[src/hw/rtl/hvd_pkg.sv]
package hvd_pkg;

  localparam int NUM_STATES = 4;
  localparam int STATE_W    = 2;
  localparam int GEN_W      = 3;
  localparam int METRIC_W   = 8;
  localparam int CNT_W      = 7;
  localparam int CFG_IDX_W  = 1;

  typedef logic [GEN_W-1:0]      gen_t;
  typedef logic [METRIC_W-1:0]   metric_t;
  typedef logic [STATE_W-1:0]    state_t;
  typedef logic [NUM_STATES-1:0] dec_t;
  typedef logic [CNT_W-1:0]      count_t;

  typedef enum logic [CFG_IDX_W-1:0] {
    REG_GEN_FIRST  = 1'b0,
    REG_GEN_SECOND = 1'b1
  } reg_idx_t;

  localparam gen_t GEN_FIRST_RST  = 3'd5;
  localparam gen_t GEN_SECOND_RST = 3'd7;

  typedef struct packed {
    logic                             valid;
    logic                             bank;
    count_t                           count;
    metric_t [NUM_STATES-1:0]         metric;
    logic [NUM_STATES-1:0]            reached;
  } acs_done_t;

  typedef struct packed {
    logic    valid;
    logic    bank;
    count_t  count;
    metric_t metric;
  } tb_done_t;

endpackage

[src/hw/rtl/hvd_sym_if.sv]
interface hvd_sym_if;
  logic valid;
  logic ready;
  logic rx_first;
  logic rx_second;
  logic frame_end;

  modport source (output valid, output rx_first, output rx_second, output frame_end,
                  input ready);
  modport sink (input valid, input rx_first, input rx_second, input frame_end,
                output ready);
endinterface

[src/hw/rtl/hvd_res_if.sv]
interface hvd_res_if;
  logic                    valid;
  logic                    ready;
  logic                    decoded_bit;
  logic                    last_of_frame;
  logic [hvd_pkg::METRIC_W-1:0] best_metric;

  modport source (output valid, output decoded_bit, output last_of_frame,
                  output best_metric, input ready);
  modport sink (input valid, input decoded_bit, input last_of_frame,
                input best_metric, output ready);
endinterface

[src/hw/rtl/hvd_cfg_if.sv]
interface hvd_cfg_if;
  logic                   valid;
  logic                   ready;
  hvd_pkg::reg_idx_t      index;
  logic [hvd_pkg::GEN_W-1:0] data;

  modport source (output valid, output index, output data, input ready);
  modport sink (input valid, input index, input data, output ready);
endinterface

[src/hw/rtl/hard_viterbi_decoder_k3.sv]
// Hard-decision Viterbi decoder for the rate-1/2, constraint-length-3 code with
// four trellis states and programmable generator masks (5 and 7 after reset; a write
// takes effect from the next pair on). One received pair can be taken every clock
// while the decision bank in use is free: add-compare-select is combinational and
// stores one decision word per pair in a two-bank decision memory. At the end of a
// frame of N pairs, a traceback unit walks back from the best reached state, one
// memory read per cycle, and writes the decoded bits into a two-bank bit memory; a
// read-out stage then delivers them oldest first, one beat per cycle while the result
// side is ready. With two banks in each memory the three stages overlap, so long
// frames stream at nearly one pair per cycle, since each traceback lasts longer than
// its frame; frames shorter than the traceback time, or a stalled output, hold off
// new pairs until a bank frees. With the traceback and read-out idle, a frame's first
// decoded bit is valid once traceback has written it and read-out has read it back.
module hard_viterbi_decoder_k3 #(
  parameter int MAX_FRAME = 64
) (
  input  logic       clk,
  input  logic       rst,
  hvd_cfg_if.sink    cfg,
  hvd_sym_if.sink    sym,
  hvd_res_if.source  res
);

  localparam int POS_W     = $clog2(MAX_FRAME);
  localparam int RAM_DEPTH = 2 * (2 ** POS_W);

  logic               dec_we;
  logic [POS_W:0]     dec_waddr;
  hvd_pkg::dec_t      dec_wdata;
  logic               dec_re;
  logic [POS_W:0]     dec_raddr;
  hvd_pkg::dec_t      dec_rdata;
  logic [1:0]         dec_busy;

  logic               bit_we;
  logic [POS_W:0]     bit_waddr;
  logic               bit_wdata;
  logic               bit_re;
  logic [POS_W:0]     bit_raddr;
  logic               bit_rdata;
  logic [1:0]         bit_busy;

  hvd_pkg::acs_done_t acs_done;
  hvd_pkg::tb_done_t  tb_done;

  hvd_acs #(.MAX_FRAME(MAX_FRAME)) u_acs (
    .clk       (clk),
    .rst       (rst),
    .sym       (sym),
    .cfg       (cfg),
    .dec_busy  (dec_busy),
    .dec_we    (dec_we),
    .dec_waddr (dec_waddr),
    .dec_wdata (dec_wdata),
    .done      (acs_done)
  );

  hvd_ram #(.WIDTH(hvd_pkg::NUM_STATES), .DEPTH(RAM_DEPTH)) u_dec_ram (
    .clk   (clk),
    .we    (dec_we),
    .waddr (dec_waddr),
    .wdata (dec_wdata),
    .re    (dec_re),
    .raddr (dec_raddr),
    .rdata (dec_rdata)
  );

  hvd_traceback #(.MAX_FRAME(MAX_FRAME)) u_traceback (
    .clk       (clk),
    .rst       (rst),
    .acs_done  (acs_done),
    .bit_busy  (bit_busy),
    .dec_busy  (dec_busy),
    .dec_re    (dec_re),
    .dec_raddr (dec_raddr),
    .dec_rdata (dec_rdata),
    .bit_we    (bit_we),
    .bit_waddr (bit_waddr),
    .bit_wdata (bit_wdata),
    .done      (tb_done)
  );

  hvd_ram #(.WIDTH(1), .DEPTH(RAM_DEPTH)) u_bit_ram (
    .clk   (clk),
    .we    (bit_we),
    .waddr (bit_waddr),
    .wdata (bit_wdata),
    .re    (bit_re),
    .raddr (bit_raddr),
    .rdata (bit_rdata)
  );

  hvd_outbuf #(.MAX_FRAME(MAX_FRAME)) u_outbuf (
    .clk       (clk),
    .rst       (rst),
    .tb_done   (tb_done),
    .bit_busy  (bit_busy),
    .bit_re    (bit_re),
    .bit_raddr (bit_raddr),
    .bit_rdata (bit_rdata),
    .res       (res)
  );

endmodule

[src/hw/rtl/hvd_ram.sv]
module hvd_ram #(
  parameter int WIDTH = 1,
  parameter int DEPTH = 2
) (
  input  logic                     clk,
  input  logic                     we,
  input  logic [$clog2(DEPTH)-1:0] waddr,
  input  logic [WIDTH-1:0]         wdata,
  input  logic                     re,
  input  logic [$clog2(DEPTH)-1:0] raddr,
  output logic [WIDTH-1:0]         rdata
);

  logic [WIDTH-1:0] mem [DEPTH];

  always_ff @(posedge clk) begin
    if (we) begin
      mem[waddr] <= wdata;
    end
    if (re) begin
      rdata <= mem[raddr];
    end
  end

endmodule

[src/hw/rtl/hvd_acs.sv]
module hvd_acs #(
  parameter int MAX_FRAME = 64
) (
  input  logic                        clk,
  input  logic                        rst,
  hvd_sym_if.sink                     sym,
  hvd_cfg_if.sink                     cfg,
  input  logic [1:0]                  dec_busy,
  output logic                        dec_we,
  output logic [$clog2(MAX_FRAME):0]  dec_waddr,
  output hvd_pkg::dec_t               dec_wdata,
  output hvd_pkg::acs_done_t          done
);

  localparam int POS_W = $clog2(MAX_FRAME);
  localparam hvd_pkg::count_t FRAME_LEN = hvd_pkg::count_t'(MAX_FRAME);

  hvd_pkg::gen_t                               gen_first;
  hvd_pkg::gen_t                               gen_second;
  hvd_pkg::metric_t [hvd_pkg::NUM_STATES-1:0]  metric;
  logic [hvd_pkg::NUM_STATES-1:0]              reached;
  hvd_pkg::count_t                             count;
  logic                                        bank;

  hvd_pkg::state_t  pred [hvd_pkg::NUM_STATES][2];
  logic [2:0]       win  [hvd_pkg::NUM_STATES][2];
  hvd_pkg::metric_t cand [hvd_pkg::NUM_STATES][2];
  hvd_pkg::metric_t [hvd_pkg::NUM_STATES-1:0] metric_next;
  logic [hvd_pkg::NUM_STATES-1:0]              reached_next;
  hvd_pkg::dec_t                               take_upper;
  hvd_pkg::count_t                             count_next;
  logic                                        acc;
  logic                                        fin;

  always_comb begin
    for (int ns = 0; ns < hvd_pkg::NUM_STATES; ns++) begin
      for (int k = 0; k < 2; k++) begin
        pred[ns][k] = {k[0], 1'(ns >> 1)};
        win[ns][k]  = {pred[ns][k], ns[0]};
        cand[ns][k] = metric[pred[ns][k]]
                    + hvd_pkg::metric_t'((^(win[ns][k] & gen_first)) ^ sym.rx_first)
                    + hvd_pkg::metric_t'((^(win[ns][k] & gen_second)) ^ sym.rx_second);
      end
      take_upper[ns]   = reached[pred[ns][1]] &&
                         (!reached[pred[ns][0]] || (cand[ns][1] < cand[ns][0]));
      reached_next[ns] = reached[pred[ns][0]] | reached[pred[ns][1]];
      if (take_upper[ns]) begin
        metric_next[ns] = cand[ns][1];
      end else if (reached[pred[ns][0]]) begin
        metric_next[ns] = cand[ns][0];
      end else begin
        metric_next[ns] = '0;
      end
    end
  end

  assign sym.ready  = !dec_busy[bank];
  assign cfg.ready  = 1'b1;
  assign acc        = sym.valid && sym.ready;
  assign count_next = count + hvd_pkg::count_t'(1);
  assign fin        = sym.frame_end || (count_next == FRAME_LEN);

  assign dec_we    = acc;
  assign dec_waddr = {bank, count[POS_W-1:0]};
  assign dec_wdata = take_upper;

  assign done.valid   = acc && fin;
  assign done.bank    = bank;
  assign done.count   = count_next;
  assign done.metric  = metric_next;
  assign done.reached = reached_next;

  always_ff @(posedge clk) begin
    if (rst) begin
      gen_first  <= hvd_pkg::GEN_FIRST_RST;
      gen_second <= hvd_pkg::GEN_SECOND_RST;
      metric     <= '0;
      reached    <= hvd_pkg::NUM_STATES'(1);
      count      <= '0;
      bank       <= 1'b0;
    end else begin
      if (cfg.valid && cfg.ready) begin
        unique case (cfg.index)
          hvd_pkg::REG_GEN_FIRST:  gen_first  <= cfg.data;
          hvd_pkg::REG_GEN_SECOND: gen_second <= cfg.data;
        endcase
      end
      if (acc) begin
        if (fin) begin
          metric  <= '0;
          reached <= hvd_pkg::NUM_STATES'(1);
          count   <= '0;
          bank    <= ~bank;
        end else begin
          metric  <= metric_next;
          reached <= reached_next;
          count   <= count_next;
        end
      end
    end
  end

`ifndef NO_ASSERTIONS
  a_frame_restart: assert property (@(posedge clk) disable iff (rst)
    acc && fin |=> (count == '0) && (reached == hvd_pkg::NUM_STATES'(1)))
    else $error("frame state not restarted after frame end");

  a_some_reached: assert property (@(posedge clk) disable iff (rst)
    reached != '0)
    else $error("no trellis state reached");
`endif

endmodule

[src/hw/rtl/hvd_traceback.sv]
module hvd_traceback #(
  parameter int MAX_FRAME = 64
) (
  input  logic                        clk,
  input  logic                        rst,
  input  hvd_pkg::acs_done_t          acs_done,
  input  logic [1:0]                  bit_busy,
  output logic [1:0]                  dec_busy,
  output logic                        dec_re,
  output logic [$clog2(MAX_FRAME):0]  dec_raddr,
  input  hvd_pkg::dec_t               dec_rdata,
  output logic                        bit_we,
  output logic [$clog2(MAX_FRAME):0]  bit_waddr,
  output logic                        bit_wdata,
  output hvd_pkg::tb_done_t           done
);

  localparam int POS_W = $clog2(MAX_FRAME);

  hvd_pkg::metric_t [hvd_pkg::NUM_STATES-1:0] desc_metric [2];
  logic [hvd_pkg::NUM_STATES-1:0]             desc_reached [2];
  hvd_pkg::count_t                            desc_count [2];

  logic             bank;
  logic             run;
  logic [POS_W-1:0] idx;
  hvd_pkg::state_t  st;
  hvd_pkg::metric_t best_metric;

  hvd_pkg::state_t  best_st;
  hvd_pkg::metric_t best_m;
  logic             found;
  logic             start;
  hvd_pkg::count_t  cnt_m1;
  logic [POS_W-1:0] idx_m1;
  hvd_pkg::state_t  pred;

  always_comb begin
    found   = 1'b0;
    best_st = '0;
    best_m  = desc_metric[bank][0];
    for (int ns = 0; ns < hvd_pkg::NUM_STATES; ns++) begin
      if (desc_reached[bank][ns] && (!found || (desc_metric[bank][ns] < best_m))) begin
        found   = 1'b1;
        best_st = hvd_pkg::state_t'(ns);
        best_m  = desc_metric[bank][ns];
      end
    end
  end

  assign start  = !run && dec_busy[bank] && !bit_busy[bank];
  assign cnt_m1 = desc_count[bank] - hvd_pkg::count_t'(1);
  assign idx_m1 = idx - POS_W'(1);
  assign pred   = {dec_rdata[st], st[1]};

  assign dec_re    = start || run;
  assign dec_raddr = start ? {bank, cnt_m1[POS_W-1:0]} : {bank, idx_m1};

  assign bit_we    = run;
  assign bit_waddr = {bank, idx};
  assign bit_wdata = st[0];

  assign done.valid  = run && (idx == '0);
  assign done.bank   = bank;
  assign done.count  = desc_count[bank];
  assign done.metric = best_metric;

  always_ff @(posedge clk) begin
    if (rst) begin
      dec_busy <= '0;
      bank     <= 1'b0;
      run      <= 1'b0;
    end else begin
      if (acs_done.valid) begin
        dec_busy[acs_done.bank]     <= 1'b1;
        desc_metric[acs_done.bank]  <= acs_done.metric;
        desc_reached[acs_done.bank] <= acs_done.reached;
        desc_count[acs_done.bank]   <= acs_done.count;
      end
      if (start) begin
        run         <= 1'b1;
        idx         <= cnt_m1[POS_W-1:0];
        st          <= best_st;
        best_metric <= best_m;
      end else if (run) begin
        if (idx == '0) begin
          run            <= 1'b0;
          dec_busy[bank] <= 1'b0;
          bank           <= ~bank;
        end else begin
          idx <= idx_m1;
          st  <= pred;
        end
      end
    end
  end

`ifndef NO_ASSERTIONS
  a_dec_held: assert property (@(posedge clk) disable iff (rst)
    run |-> dec_busy[bank])
    else $error("decision bank released while being traced");

  a_bit_free: assert property (@(posedge clk) disable iff (rst)
    run |-> !bit_busy[bank])
    else $error("traceback writing into a bit bank that is being read out");
`endif

endmodule

[src/hw/rtl/hvd_outbuf.sv]
module hvd_outbuf #(
  parameter int MAX_FRAME = 64
) (
  input  logic                        clk,
  input  logic                        rst,
  input  hvd_pkg::tb_done_t           tb_done,
  output logic [1:0]                  bit_busy,
  output logic                        bit_re,
  output logic [$clog2(MAX_FRAME):0]  bit_raddr,
  input  logic                        bit_rdata,
  hvd_res_if.source                   res
);

  localparam int POS_W = $clog2(MAX_FRAME);

  hvd_pkg::count_t  desc_count [2];
  hvd_pkg::metric_t desc_metric [2];

  logic             bank;
  logic [POS_W-1:0] idx;
  logic             valid;
  logic             last;
  hvd_pkg::metric_t metric;

  logic             issue;
  hvd_pkg::count_t  last_idx;
  logic             is_last;

  assign issue     = bit_busy[bank] && (!valid || res.ready);
  assign last_idx  = desc_count[bank] - hvd_pkg::count_t'(1);
  assign is_last   = (idx == last_idx[POS_W-1:0]);
  assign bit_re    = issue;
  assign bit_raddr = {bank, idx};

  assign res.valid         = valid;
  assign res.decoded_bit   = bit_rdata;
  assign res.last_of_frame = last;
  assign res.best_metric   = metric;

  always_ff @(posedge clk) begin
    if (rst) begin
      bit_busy <= '0;
      bank     <= 1'b0;
      idx      <= '0;
      valid    <= 1'b0;
    end else begin
      if (tb_done.valid) begin
        bit_busy[tb_done.bank]    <= 1'b1;
        desc_count[tb_done.bank]  <= tb_done.count;
        desc_metric[tb_done.bank] <= tb_done.metric;
      end
      if (issue) begin
        valid  <= 1'b1;
        last   <= is_last;
        metric <= desc_metric[bank];
        if (is_last) begin
          bit_busy[bank] <= 1'b0;
          bank           <= ~bank;
          idx            <= '0;
        end else begin
          idx <= idx + POS_W'(1);
        end
      end else if (res.ready) begin
        valid <= 1'b0;
      end
    end
  end

`ifndef NO_ASSERTIONS
  a_idx_in_frame: assert property (@(posedge clk) disable iff (rst)
    bit_busy[bank] |-> (hvd_pkg::count_t'(idx) < desc_count[bank]))
    else $error("read-out index beyond frame length");
`endif

endmodule

[src/flat_wrapper.sv]
// flat-port wrapper written by rule: the top's interface ports become plain ports
module hard_viterbi_decoder_k3_flat 
#(
  parameter int MAX_FRAME = 64
)
  (clk, rst, cfg_valid, cfg_index, cfg_data, cfg_ready, sym_valid, sym_rx_first, sym_rx_second, sym_frame_end, sym_ready, res_valid, res_decoded_bit, res_last_of_frame, res_best_metric, res_ready);
  hvd_cfg_if cfg_i ();
  hvd_sym_if sym_i ();
  hvd_res_if res_i ();
  input  logic clk;
  input  logic rst;
  input wire logic [$bits(cfg_i.valid)-1:0] cfg_valid;
  input wire logic [$bits(cfg_i.index)-1:0] cfg_index;
  input wire logic [$bits(cfg_i.data)-1:0] cfg_data;
  output wire logic [$bits(cfg_i.ready)-1:0] cfg_ready;
  input wire logic [$bits(sym_i.valid)-1:0] sym_valid;
  input wire logic [$bits(sym_i.rx_first)-1:0] sym_rx_first;
  input wire logic [$bits(sym_i.rx_second)-1:0] sym_rx_second;
  input wire logic [$bits(sym_i.frame_end)-1:0] sym_frame_end;
  output wire logic [$bits(sym_i.ready)-1:0] sym_ready;
  output wire logic [$bits(res_i.valid)-1:0] res_valid;
  output wire logic [$bits(res_i.decoded_bit)-1:0] res_decoded_bit;
  output wire logic [$bits(res_i.last_of_frame)-1:0] res_last_of_frame;
  output wire logic [$bits(res_i.best_metric)-1:0] res_best_metric;
  input wire logic [$bits(res_i.ready)-1:0] res_ready;
  assign cfg_i.valid = cfg_valid;
  assign cfg_i.index = cfg_index;
  assign cfg_i.data = cfg_data;
  assign cfg_ready = cfg_i.ready;
  assign sym_i.valid = sym_valid;
  assign sym_i.rx_first = sym_rx_first;
  assign sym_i.rx_second = sym_rx_second;
  assign sym_i.frame_end = sym_frame_end;
  assign sym_ready = sym_i.ready;
  assign res_valid = res_i.valid;
  assign res_decoded_bit = res_i.decoded_bit;
  assign res_last_of_frame = res_i.last_of_frame;
  assign res_best_metric = res_i.best_metric;
  assign res_i.ready = res_ready;
  hard_viterbi_decoder_k3 #(.MAX_FRAME(MAX_FRAME)) u_core (.clk(clk), .rst(rst), .cfg(cfg_i), .sym(sym_i), .res(res_i));
endmodule
[config.mk]
export PLATFORM = sky130hd
export DESIGN_NAME = hard_viterbi_decoder_k3_flat
export DESIGN_NICKNAME = d
export VERILOG_FILES = /design/src/hw/rtl/hvd_pkg.sv /design/src/hw/rtl/hvd_sym_if.sv /design/src/hw/rtl/hvd_res_if.sv /design/src/hw/rtl/hvd_cfg_if.sv /design/src/hw/rtl/hard_viterbi_decoder_k3.sv /design/src/hw/rtl/hvd_ram.sv /design/src/hw/rtl/hvd_acs.sv /design/src/hw/rtl/hvd_traceback.sv /design/src/hw/rtl/hvd_outbuf.sv /design/src/flat_wrapper.sv
export SDC_FILE = /design/constraint.sdc
export NUM_CORES = 1
export LEC_CHECK = 0
export BUFFER_PORTS_ARGS = -buffer_cell sky130_fd_sc_hd__buf_2
export CAP_MARGIN = 5
export CORE_MARGIN = 2
export CORE_UTILIZATION = 30
export CTS_CLUSTER_DIAMETER = 200
export CTS_CLUSTER_SIZE = 25
export DETAILED_ROUTE_END_ITERATION = 16
export PLACE_DENSITY = 0.47
export SETUP_SLACK_MARGIN = 0.02
export SLEW_MARGIN = 25
export SYNTH_ARGS = -nofsm -noshare
export SYNTH_HDL_FRONTEND = slang
export SYNTH_SLANG_ARGS = --single-unit
[constraint.sdc]
create_clock -name clk -period 12.1 [get_ports clk]
set_clock_uncertainty 0.05 [all_clocks]
set_input_delay 2.42 -clock clk [delete_from_list [all_inputs] [get_ports clk]]
set_output_delay 2.42 -clock clk [all_outputs]
set_load 0.01 [all_outputs]
### Word-level counts from Yosys, hierarchy flattened

Memory sizes are Yosys's and may differ from the RTL's. A register that Yosys moved wholly into a read port is not among the register bits.
Cells that the tools add are included.

| storage, ports and cells | value |
|---|---|
| output and inout bits | 13 |
| input port bits | 12 |
| RAM bits | 756 |
| logic and storage cells | 229 |
| flip-flop bits (word level) | 81 |
| memories | 7 |

Memory list:

| memory | words | width | read ports | clocked after memory_dff | wr ports | line | RTL |
|---|---|---|---|---|---|---|---|
| u_core.u_dec_ram.mem | 128 | 4 | 1 | 1 | 1 | hvd_ram.sv:14 | `logic [WIDTH-1:0] mem [DEPTH];` |
| u_core.u_bit_ram.mem | 128 | 1 | 1 | 1 | 1 | hvd_ram.sv:14 |  |
| u_core.u_traceback.desc_metric | 2 | 32 | 1 | 1 | 1 | hvd_traceback.sv:20 | `hvd_pkg::metric_t [hvd_pkg::NUM_STATES-1:0] desc_metric [2];` |
| u_core.u_outbuf.desc_metric | 2 | 8 | 1 | 1 | 1 | hvd_outbuf.sv:17 | `hvd_pkg::metric_t desc_metric [2];` |
| u_core.u_outbuf.desc_count | 2 | 7 | 1 | 1 | 1 | hvd_outbuf.sv:16 | `hvd_pkg::count_t desc_count [2];` |
| u_core.u_traceback.desc_count | 2 | 7 | 1 | 1 | 1 | hvd_traceback.sv:22 | `hvd_pkg::count_t desc_count [2];` |
| +1 memories | n/a | n/a | n/a | n/a | n/a | n/a |  |

| cells by class | value |
|---|---|
| equality and inequality tests | 3 |
| reductions and logical operators | 60 |
| add/subtract/negate cells | 21 |
| order comparisons | 14 |
| mux-type cells | 76 |
| bitwise logic cells | 28 |

Operators with widths:

| operator | count |
|---|---|
| 8-bit by 1-bit adder with 8-bit output | 16 |
| 8-bit two-way mux | 11 |
| 8-bit less-than comparator | 7 |
| 3-bit XOR reduction | 14 |
| 1-bit two-way mux | 39 |
| 32-bit two-way mux | 1 |
| 6-bit two-way mux | 5 |
| 2-bit two-way mux | 14 |
| 6-bit by 1-bit subtractor with 6-bit output (second input constant) | 3 |
| 1-bit logical AND | 16 |
| 1-bit bitwise XOR | 14 |
| 2-bit AND reduction | 6 |
| 1-bit logical OR | 10 |
| 1-bit zero test | 9 |
| 7-bit by 1-bit adder with 7-bit output (second input constant) | 1 |
| 7-bit equality test (second input constant) | 1 |
| 7-bit two-way mux | 1 |
| 6-bit by 1-bit adder with 6-bit output (second input constant) | 1 |
| 6-bit equality test | 1 |
| 6-bit zero test | 1 |
| 1-bit by 2-bit less-than comparator with 1-bit output (second input constant) | 3 |
| 1-bit inverter | 6 |
| 3-bit AND reduction | 2 |
| 2-bit bitwise AND | 2 |
| other kinds (10) | 18 |

### Logic depth before layout (Yosys ltp)

Gate-level depths: netlist of the first run.

| logic depth | value |
|---|---|
| word-level depth | 14 |
| mapped depth | 28 |
| gate-level depth less buffers | 23 |

### Modules after synthesis

A second synthesis of the first run with hierarchy kept.

| second synthesis, totals | value |
|---|---|
| cell total of the unflattened synthesis | 2345 |
| area total of the unflattened synthesis | 37631.1 µm² |

Modules (own cells, without submodules):

| module | seq. area each (µm²) | instances | area each (µm²) | cells an instance |
|---|---|---|---|---|
| hvd_ram (u_core.u_dec_ram) | 15494.9 | 1 | 20233.2 | 908 |
| hvd_ram (u_core.u_bit_ram) | 3873.7 | 1 | 5729.2 | 395 |
| hvd_traceback | 3163.0 | 1 | 5290.1 | 372 |
| hvd_acs | 980.9 | 1 | 4347.9 | 530 |
| hvd_outbuf | 1331.3 | 1 | 2030.7 | 140 |

### Worst setup path after synthesis of the first run

OpenSTA, ideal clock, no wires.

| path | value |
|---|---|
| path kind | input -> register |
| start point | in sym_rx_first |
| end point | mem u_core.u_dec_ram.mem[0][3] (netlist bit) (data pin) |
| data required time | 11.407 ns |
| setup time | 0.643 ns |
| arrival time | 7.084 ns |
| path buffers | 2 |
| slack | 4.323 ns |
| stages | 15 |
| cells stage by stage | xnor2_1 > xnor2_1 > fa_1 > ha_1 > inv_1 > ha_1 > a21o_1 > a21o_1 > a21o_1 > a21oi_1 > o21ai_0 > and3_1 > clkbuf_1 > inv_1 > clkbuf_1 |

| between the ends | value |
|---|---|
| word-level cells in the longest chain between the ends | 6 |
| elaborated cells on any way between the ends | 9 |
| those cells by class | add/sub: 4; order compare: 1; bitwise: 2; reduce/logical: 2 |

RTL lines:

| element | line | RTL |
|---|---|---|
| start, declared | flat_wrapper.sv:17 | `input wire logic [$bits(sym_i.rx_first)-1:0] sym_rx_first;` |
| 1-bit bitwise XOR | hvd_acs.sv:41 | `+ hvd_pkg::metric_t'((^(win[ns][k] & gen_first)) ^ sym.rx_first)` |
| 8-bit by 1-bit adder with 8-bit output | hvd_acs.sv:41 |  |
| 8-bit by 1-bit adder with 8-bit output | hvd_acs.sv:42 | `+ hvd_pkg::metric_t'((^(win[ns][k] & gen_second)) ^ sym.rx_second);` |
| 8-bit less-than comparator (*) | hvd_acs.sv:45 | `(!reached[pred[ns][0]] \|\| (cand[ns][1] < cand[ns][0]));` |
| 1-bit logical OR (*) | hvd_acs.sv:45 |  |
| 1-bit logical AND (*) | hvd_acs.sv:44 | `take_upper[ns] = reached[pred[ns][1]] &&` |
| via u_core.dec_wdata[3] | hard_viterbi_decoder_k3.sv:29 | `hvd_pkg::dec_t dec_wdata;` |
| end, declared | hvd_ram.sv:14 |  |

Mark *: on every way through the listed nets, which the timed path passes. The rest lies on a longest branch.

==> results of run 1 <==
[through the flow]
step | area [um^2] | worst slack (ps) | cells | util | hold slack [ps]
floorplan | 37380 | 4323 | 2775 | - | 371.5
global placement | 39300 | 4181 | 4316 | 0.3179 | 377.7
detailed placement | 39300 | 4016 | 4316 | 0.3179 | 385.3
CTS | 40420 | 4273 | 4381 | 0.3269 | 408.1
global route | 40460 | 3807 | 4383 | 0.3273 | 418.3
finish | 40460 | 4325 | 4383 | 0.3273 | 407.8
[state kept, by name (all words and copies together), names as in the netlist, 8 cells and up, named ones only]
register                         count
u_core.u_outbuf.desc_metric         16
u_core.u_traceback.desc_metric      64
u_core.u_traceback.desc_count       12
u_core.u_dec_ram.mem               512
u_core.u_traceback.best_metric       8
u_core.u_outbuf.res.best_metric      8
u_core.u_bit_ram.mem               128
u_core.u_outbuf.desc_count          12
u_core.u_acs.metric                 32
[synth_stat cells, drive strengths merged, types with 31 or more instances]
library cell | n | share of area
clkbuf | 113 | 0.011
dfxtp | 65 | 0.035
mux4 | 76 | 0.046
nor2 | 363 | 0.037
mux2i | 75 | 0.020
xnor2 | 50 | 0.012
a21oi | 36 | 0.0049
mux2 | 31 | 0.0093
o221ai | 64 | 0.015
nand2 | 278 | 0.028
buf | 54 | 0.0073
edfxtp | 778 | 0.62
a31oi | 57 | 0.0095
ha | 61 | 0.020
nand3 | 86 | 0.012
inv | 64 | 0.0064
o21ai | 66 | 0.0089
o22ai | 33 | 0.0055
nor3 | 53 | 0.0071
xor2 | 37 | 0.0087
[power groups by stage]
| stage | logic (W) | clock network, W | registers, W |
|---|---|---|---|
| floorplan | 0.000439 | 0 | 0.00328 |
| global placement | 0.000679 | 0 | 0.00328 |
| detailed placement | 0.000687 | 0 | 0.00328 |
| CTS | 0.000689 | 0.00159 | 0.00321 |
| global route | 0.000743 | 0.00167 | 0.00322 |
| finish | 0.000687 | 0.00154 | 0.00321 |
[kinds of logic (layout without fill, tap and decap cells)]
kind of cell             after synthesis  count (layout)  share of synthesized area
multiplexers                         182             182                    0.07521
other                                  1               1                  0.0001003
flip-flops                           843             843                     0.6597
adder cells (fa/ha/maj)               69              69                    0.02470
XOR/XNOR                              87              87                    0.02038
AO/OA/AOI/OAI                        434             434                    0.08391
buffers and inverters                231             202                    0.02510
AND/OR/NAND/NOR                      928             928                     0.1109
[critical path, cell delays in order, from the launching register on]
cell and delay [ps]:
dfxtp_2 320, buf_4 560, mux2i_1 670, inv_1 340
o21ai_2 120, buf_4 250, nand2_8 390, inv_2 160
buf_4 620, ha_4 260, nor2b_1 50, o211ai_1 190
and3_1 190, buf_4 490, inv_2 440, nor2_2 860
nand3_1 210, a32oi_1 270, o211ai_1 190, a31o_1 300
or4_1 490
[metal layers]
layer / vias to the layer above / track usage / wire length, um
li1: 10450 / - / -
met1: 11890 / 0.2124 / 44490
met2: 582 / 0.2617 / 48800
met3: 112 / 0.01995 / 5034
met4: 0 / 0.03462 / 1922
met5: - / 0 / 0
[path summary, 6_finish.rpt]
kind | start | endpoint | depth (start not counted)
hold / removal | u_core.u_traceback.best_metric[0]$_DFFE_PP_ | u_core.u_outbuf.desc_metric[0][0]$_DFFE_PP_ | 0
setup reg to reg | register | u_core.u_dec_ram.rdata[3]$_DFFE_PN_ | 20
setup / recovery | register | u_core.u_dec_ram.rdata[3]$_DFFE_PN_ | 20
hold reg to reg | u_core.u_traceback.best_metric[0]$_DFFE_PP_ | u_core.u_outbuf.desc_metric[0][0]$_DFFE_PP_ | 0
[area by class of cell]
type / count / area share
clock buffer: 62 / 0.02678
clock inverter: 3 / 0.0008350
inverter: 64 / 0.006061
multi-input combinational: 1701 / 0.2934
sequential: 843 / 0.6097
tap: 1637 / 0.05062
timing repair buffer: 73 / 0.01262
==> run metrics, run 1 <==
total track usage 0.1549; NetSw 0.001404 W; GPL Wtd Cong 0.8169; Min-Delay Path Class register to register; FF+latch count, synth 843; DRC Markers 0; leading cell type in the layout, fill and taps excluded edfxtp_1; Post-Synthesis Cells 2775; Int Pwr 0.004036 W; # rows 129; DP HPWL 63350 um; die height 357.0 um; leakage power 13.17 nW; critical path class register to register; dominant synthesized flop cell edfxtp_1; FMAX 0.1286 GHz; core area 123600 um^2; Via density 5.253; Die Area 127500 um^2; DRT iter0 DRCs 2225; largest net degree at the start of global routing 130; CP required 12420 ps; Switching Share 0.2581; Crit. End Element register; Max transition margin 0.2896; CTS H-Tree Depth 2; R2R Setup Slk 4320 ps; synth warn 0; diode count 0; peak supply drop 0.09139 mV; Fin. Hold Viols 0; Pwr Density 134.5 nW/um^2; Syn Nets 2856; CP Max Fanout 71; detailed-route wire length per cell 22.87 um; crit path time final 7776 ps; storage element area 24670 um^2; Syn Std Cell Area 37380 um^2; Antenna Nets Post-Route 0; Clk Latency, worst-skew pair 640 ps; routed wire length 100200 um; die extent in x 357.0 um; Tcrit/Tclk final 0.6426; Comb power frac 0.126; Area growth syn-to-layout 8.230%; CTS Buffer Depth 3; power after layout 0.005440 W; RSZ-0062 raised after global routing false; status finished, final reports clean; port bufs 23; CTS tree yes; Seq/Total Area, Yosys 0.6597; total negative slack 0 ps; ys async rst share 0; number of post-CTS setup repair buffers 0; Worst setup SP type register; fillers 12.20k; clk root buf clkbuf_16; Crit path arrival time 8090 ps; initial antenna violation count 3; total CTS buffers 39; Clk network pwr share 0.283; clock slew at reported path FFs 110 ps; post-CTS sizing 0; synth unique cells 77; # IOs 25; Final setup viols 0; Initial Util 0.3024; drt pass-1 iters 7; routed vias 23.03k; Clock Sinks 843; number of max-cap violations 0; ratio of cells with drive above 1 in the final layout 0.09541; worst-margin pin slew 1066 ps; number of synthesized flops with an enable pin 778; commonest cells after routing, fill and taps aside edfxtp_1 (778), nor2_1 (360), nand2_1 (275), nand3_1 (81), mux4_2 (76); vias in the first global route 23.26k; first-pass GRT wire length 150900 um; Slew Viols, Final 0; Flop pwr share 0.591; Avg Cell Area, Syn 13.47 um^2; area of the multi-input gates 11870 um^2; layout net count 2803; Congestion Overflow GR 0; cts hold-fix bufs 0
(Power assumes the default switching activity.)
==> run 2: changes to the inputs <==
- ABC_AREA: default -> 1
- clock period: 12.1 -> 7.2 ns (I/O delays scaled with it)
==> run metrics, run 2 <==
routed vias 23.82k (+3.5%); detailed-route wire length per cell 20.08 um (-12%); Worst Hold Launch u_core.u_traceback.best_metric[4]$_DFFE_PP_; Via density 4.923 (-6.3%); fillers 12.36k (+1.3%); Fin. Hold Viols 0 (unchanged); peak supply drop 0.1430 mV (+56%); Worst R2R End u_core.u_traceback.best_metric[7]$_DFFE_PP_; status finished, final reports clean; Max transition margin 0.3606 (+0.07101); DP HPWL 60180 um (-5.0%); diode count 0 (unchanged); crit path time final 5501 ps (-2275 ps); total track usage 0.1518 (-0.003052); slowest CP cell dfxtp_2; Clk Latency, worst-skew pair 620 ps (-20 ps); FMAX 0.1818 GHz (+41%); layout net count 3280 (+17%); RSZ-0062 raised after global routing false; synth warn 0 (unchanged); synth top area cells edfxtp_1 (63%), nor2_1 (6.8%), o21ai_0 (4.9%); die extent in x 354.8 um (-0.61%); DRT iter0 DRCs 1788 (-20%); GPL Wtd Cong 0.7655 (-6.3%); clk root buf clkbuf_16; Reg with most FFs u_core.u_dec_ram.mem; CTS tree yes; Min-Delay Path Class register to register; ys async rst share 0 (unchanged); non-filler cells, final 4839 (+10%); ratio of cells with drive above 1 in the final layout 0.05352 (-0.04190); port bufs 23 (unchanged); Die Area 125900 um^2 (-1.2%); largest net degree at the start of global routing 133 (+2.3%); first-pass GRT wire length 148900 um (-1.3%); Avg Cell Area, Syn 11.27 um^2 (-16%); clock slew at reported path FFs 110 ps (about the same); Final setup viols 0 (unchanged); Syn Std Cell Area 36930 um^2 (-1.2%); biggest regs u_core.u_dec_ram.mem: 512 flops, u_core.u_bit_ram.mem: 128 flops, u_core.u_traceback.desc_metric: 64 flops; Worst setup SP type register; total CTS buffers 39 (unchanged); initial antenna violation count 0 (-3); DRC Markers 0 (unchanged); most frequent cells after synthesis edfxtp_1 (778), nor2_1 (671), nand2_1 (406); # rows 128 (-0.78%); slowest cell delay on critical path 550 ps (-310 ps); total negative slack 0 ps (unchanged); CP required 7540 ps (-4880 ps); Min-Delay Endpoint u_core.u_outbuf.desc_metric[0][4]$_DFFE_PP_; top cell type by total area after synthesis edfxtp_1; number of max-cap violations 0 (unchanged); leakage power 12.85 nW (-2.4%); critical path class register to register; Area growth syn-to-layout 8.129% (about the same); number of post-CTS setup repair buffers 0 (unchanged); routed wire length 97170 um (-3.1%); worst-margin pin slew 959.1 ps (-106.5 ps); R2R Setup Slk 1700 ps (-2630 ps); Antenna Nets Post-Route 0 (unchanged); worst hold path depth 0 (unchanged); CTS H-Tree Depth 2 (unchanged); post-synth top area share 0.6327 (+0.007729); storage element area 24670 um^2 (about the same); area of the multi-input gates 11050 um^2 (-6.9%); core area 122000 um^2 (-1.3%); CTS Buffer Depth 3 (unchanged); commonest cells after routing, fill and taps aside edfxtp_1 (778), nor2_1 (669), nand2_1 (405), o21ai_0 (359), o22ai_1 (106); # IOs 25 (unchanged); vias in the first global route 23.58k (+1.4%); synth unique cells 53 (-31%); cts hold-fix bufs 0 (unchanged); Tcrit/Tclk final 0.7640 (+0.1214); R2R depth 27 (+35%); most common cell in the netlist edfxtp_1; number of synthesized flops with an enable pin 778 (unchanged); post-CTS sizing 0 (unchanged); Post-Synthesis Cells 3276 (+18%); Initial Util 0.3026 (about the same); Crit path arrival time 5840 ps (-2250 ps); max reg flops 512 (unchanged); Syn Nets 3357 (+18%); dpl cells 4783 (+11%); FF+latch count, synth 843 (unchanged); Congestion Overflow GR 0 (unchanged); drt pass-1 iters 5 (-2); Clock Sinks 843 (unchanged); die height 354.8 um (-0.61%); leading cell type in the layout, fill and taps excluded edfxtp_1; Top cell by count, worst path nand2_1; Crit. End Element register; CP Max Fanout 28 (-61%); Slew Viols, Final 0 (unchanged); Seq/Total Area, Yosys 0.6679 (+0.008159); Pwr Density 230.4 nW/um^2 (+71%); dominant synthesized flop cell edfxtp_1
[run 2: worst max path at each step]
stage	from	slack [ps]	end	cells after the start
floorplan	sym_rx_first	350	u_core.u_dec_ram.mem[0][3]$_DFFE_PP_	16
global placement	sym_rx_first	1690	u_core.u_dec_ram.mem[70][3]$_DFFE_PP_	17
detailed placement	sym_rx_first	1610	u_core.u_dec_ram.mem[68][3]$_DFFE_PP_	17
CTS	register	1670	u_core.u_traceback.best_metric[7]$_DFFE_PP_	26
global route	register	1140	u_core.u_traceback.best_metric[7]$_DFFE_PP_	28
finish	register	1700	u_core.u_traceback.best_metric[7]$_DFFE_PP_	27
[run 2: final cells by class]
class / instances / share of cell area
flip-flops and latches: 843 / 0.6178
multi-input cells: 2117 / 0.2767
well taps: 1625 / 0.05092
clock buffers: 55 / 0.02701
repair buffers: 80 / 0.01586
inverters: 118 / 0.01156
clock inverters: 1 / 0.0002194
[run 2: where the power goes]
group / switching [W] / internal (W)
registers: 0.0000211 / 0.00535
clock network: 0.00153 / 0.00106
logic: 0.000893 / 0.000356
[run 2: worst max-delay path, delay by kind of cell (launching register included)]
family / cells / cell delay (ps)
compound gates: 9 / 1930
flops: 1 / 550
buf+inv: 3 / 610
fa+ha+maj: 3 / 860
simple gates: 12 / 1250
[run 2: layer usage]
layer	global-route usage	part of all wire	wire [um]	vias up
met4	0.03381	0.019	1881	0
met1	0.2130	0.47	45850	11800
met3	0.01631	0.034	3342	88
li1	-	-	-	11520
met2	0.2532	0.47	46100	416
met5	0	0	0	-
[run 2: cell families (layout without fill, tap and decap cells)]
group	Yosys count	in the layout	share of synthesized area
compound gates	724	724	0.1156
xor+xnor	79	79	0.01955
fa+ha+maj	69	69	0.02501
buf+inv	316	254	0.03497
flops	843	843	0.6679
mux	19	19	0.005150
other cells	1	1	0.0001016
simple gates	1225	1225	0.1317
[run 2: stage by stage]
step	setup WS [ps]	hold WS, ps	total power (W)	util	cell area [um^2]
after global placement	1690	378.0	0.006748	0.3179	38800
after CTS	1668	411.1	0.009308	0.3272	39930
after global routing	1140	428.9	0.009576	0.3272	39930
final	1699	405.6	0.009200	0.3272	39930
after floorplan	349.7	371.5	0.006286	-	36930
after detailed placement	1605	384.6	0.006747	0.3183	38840
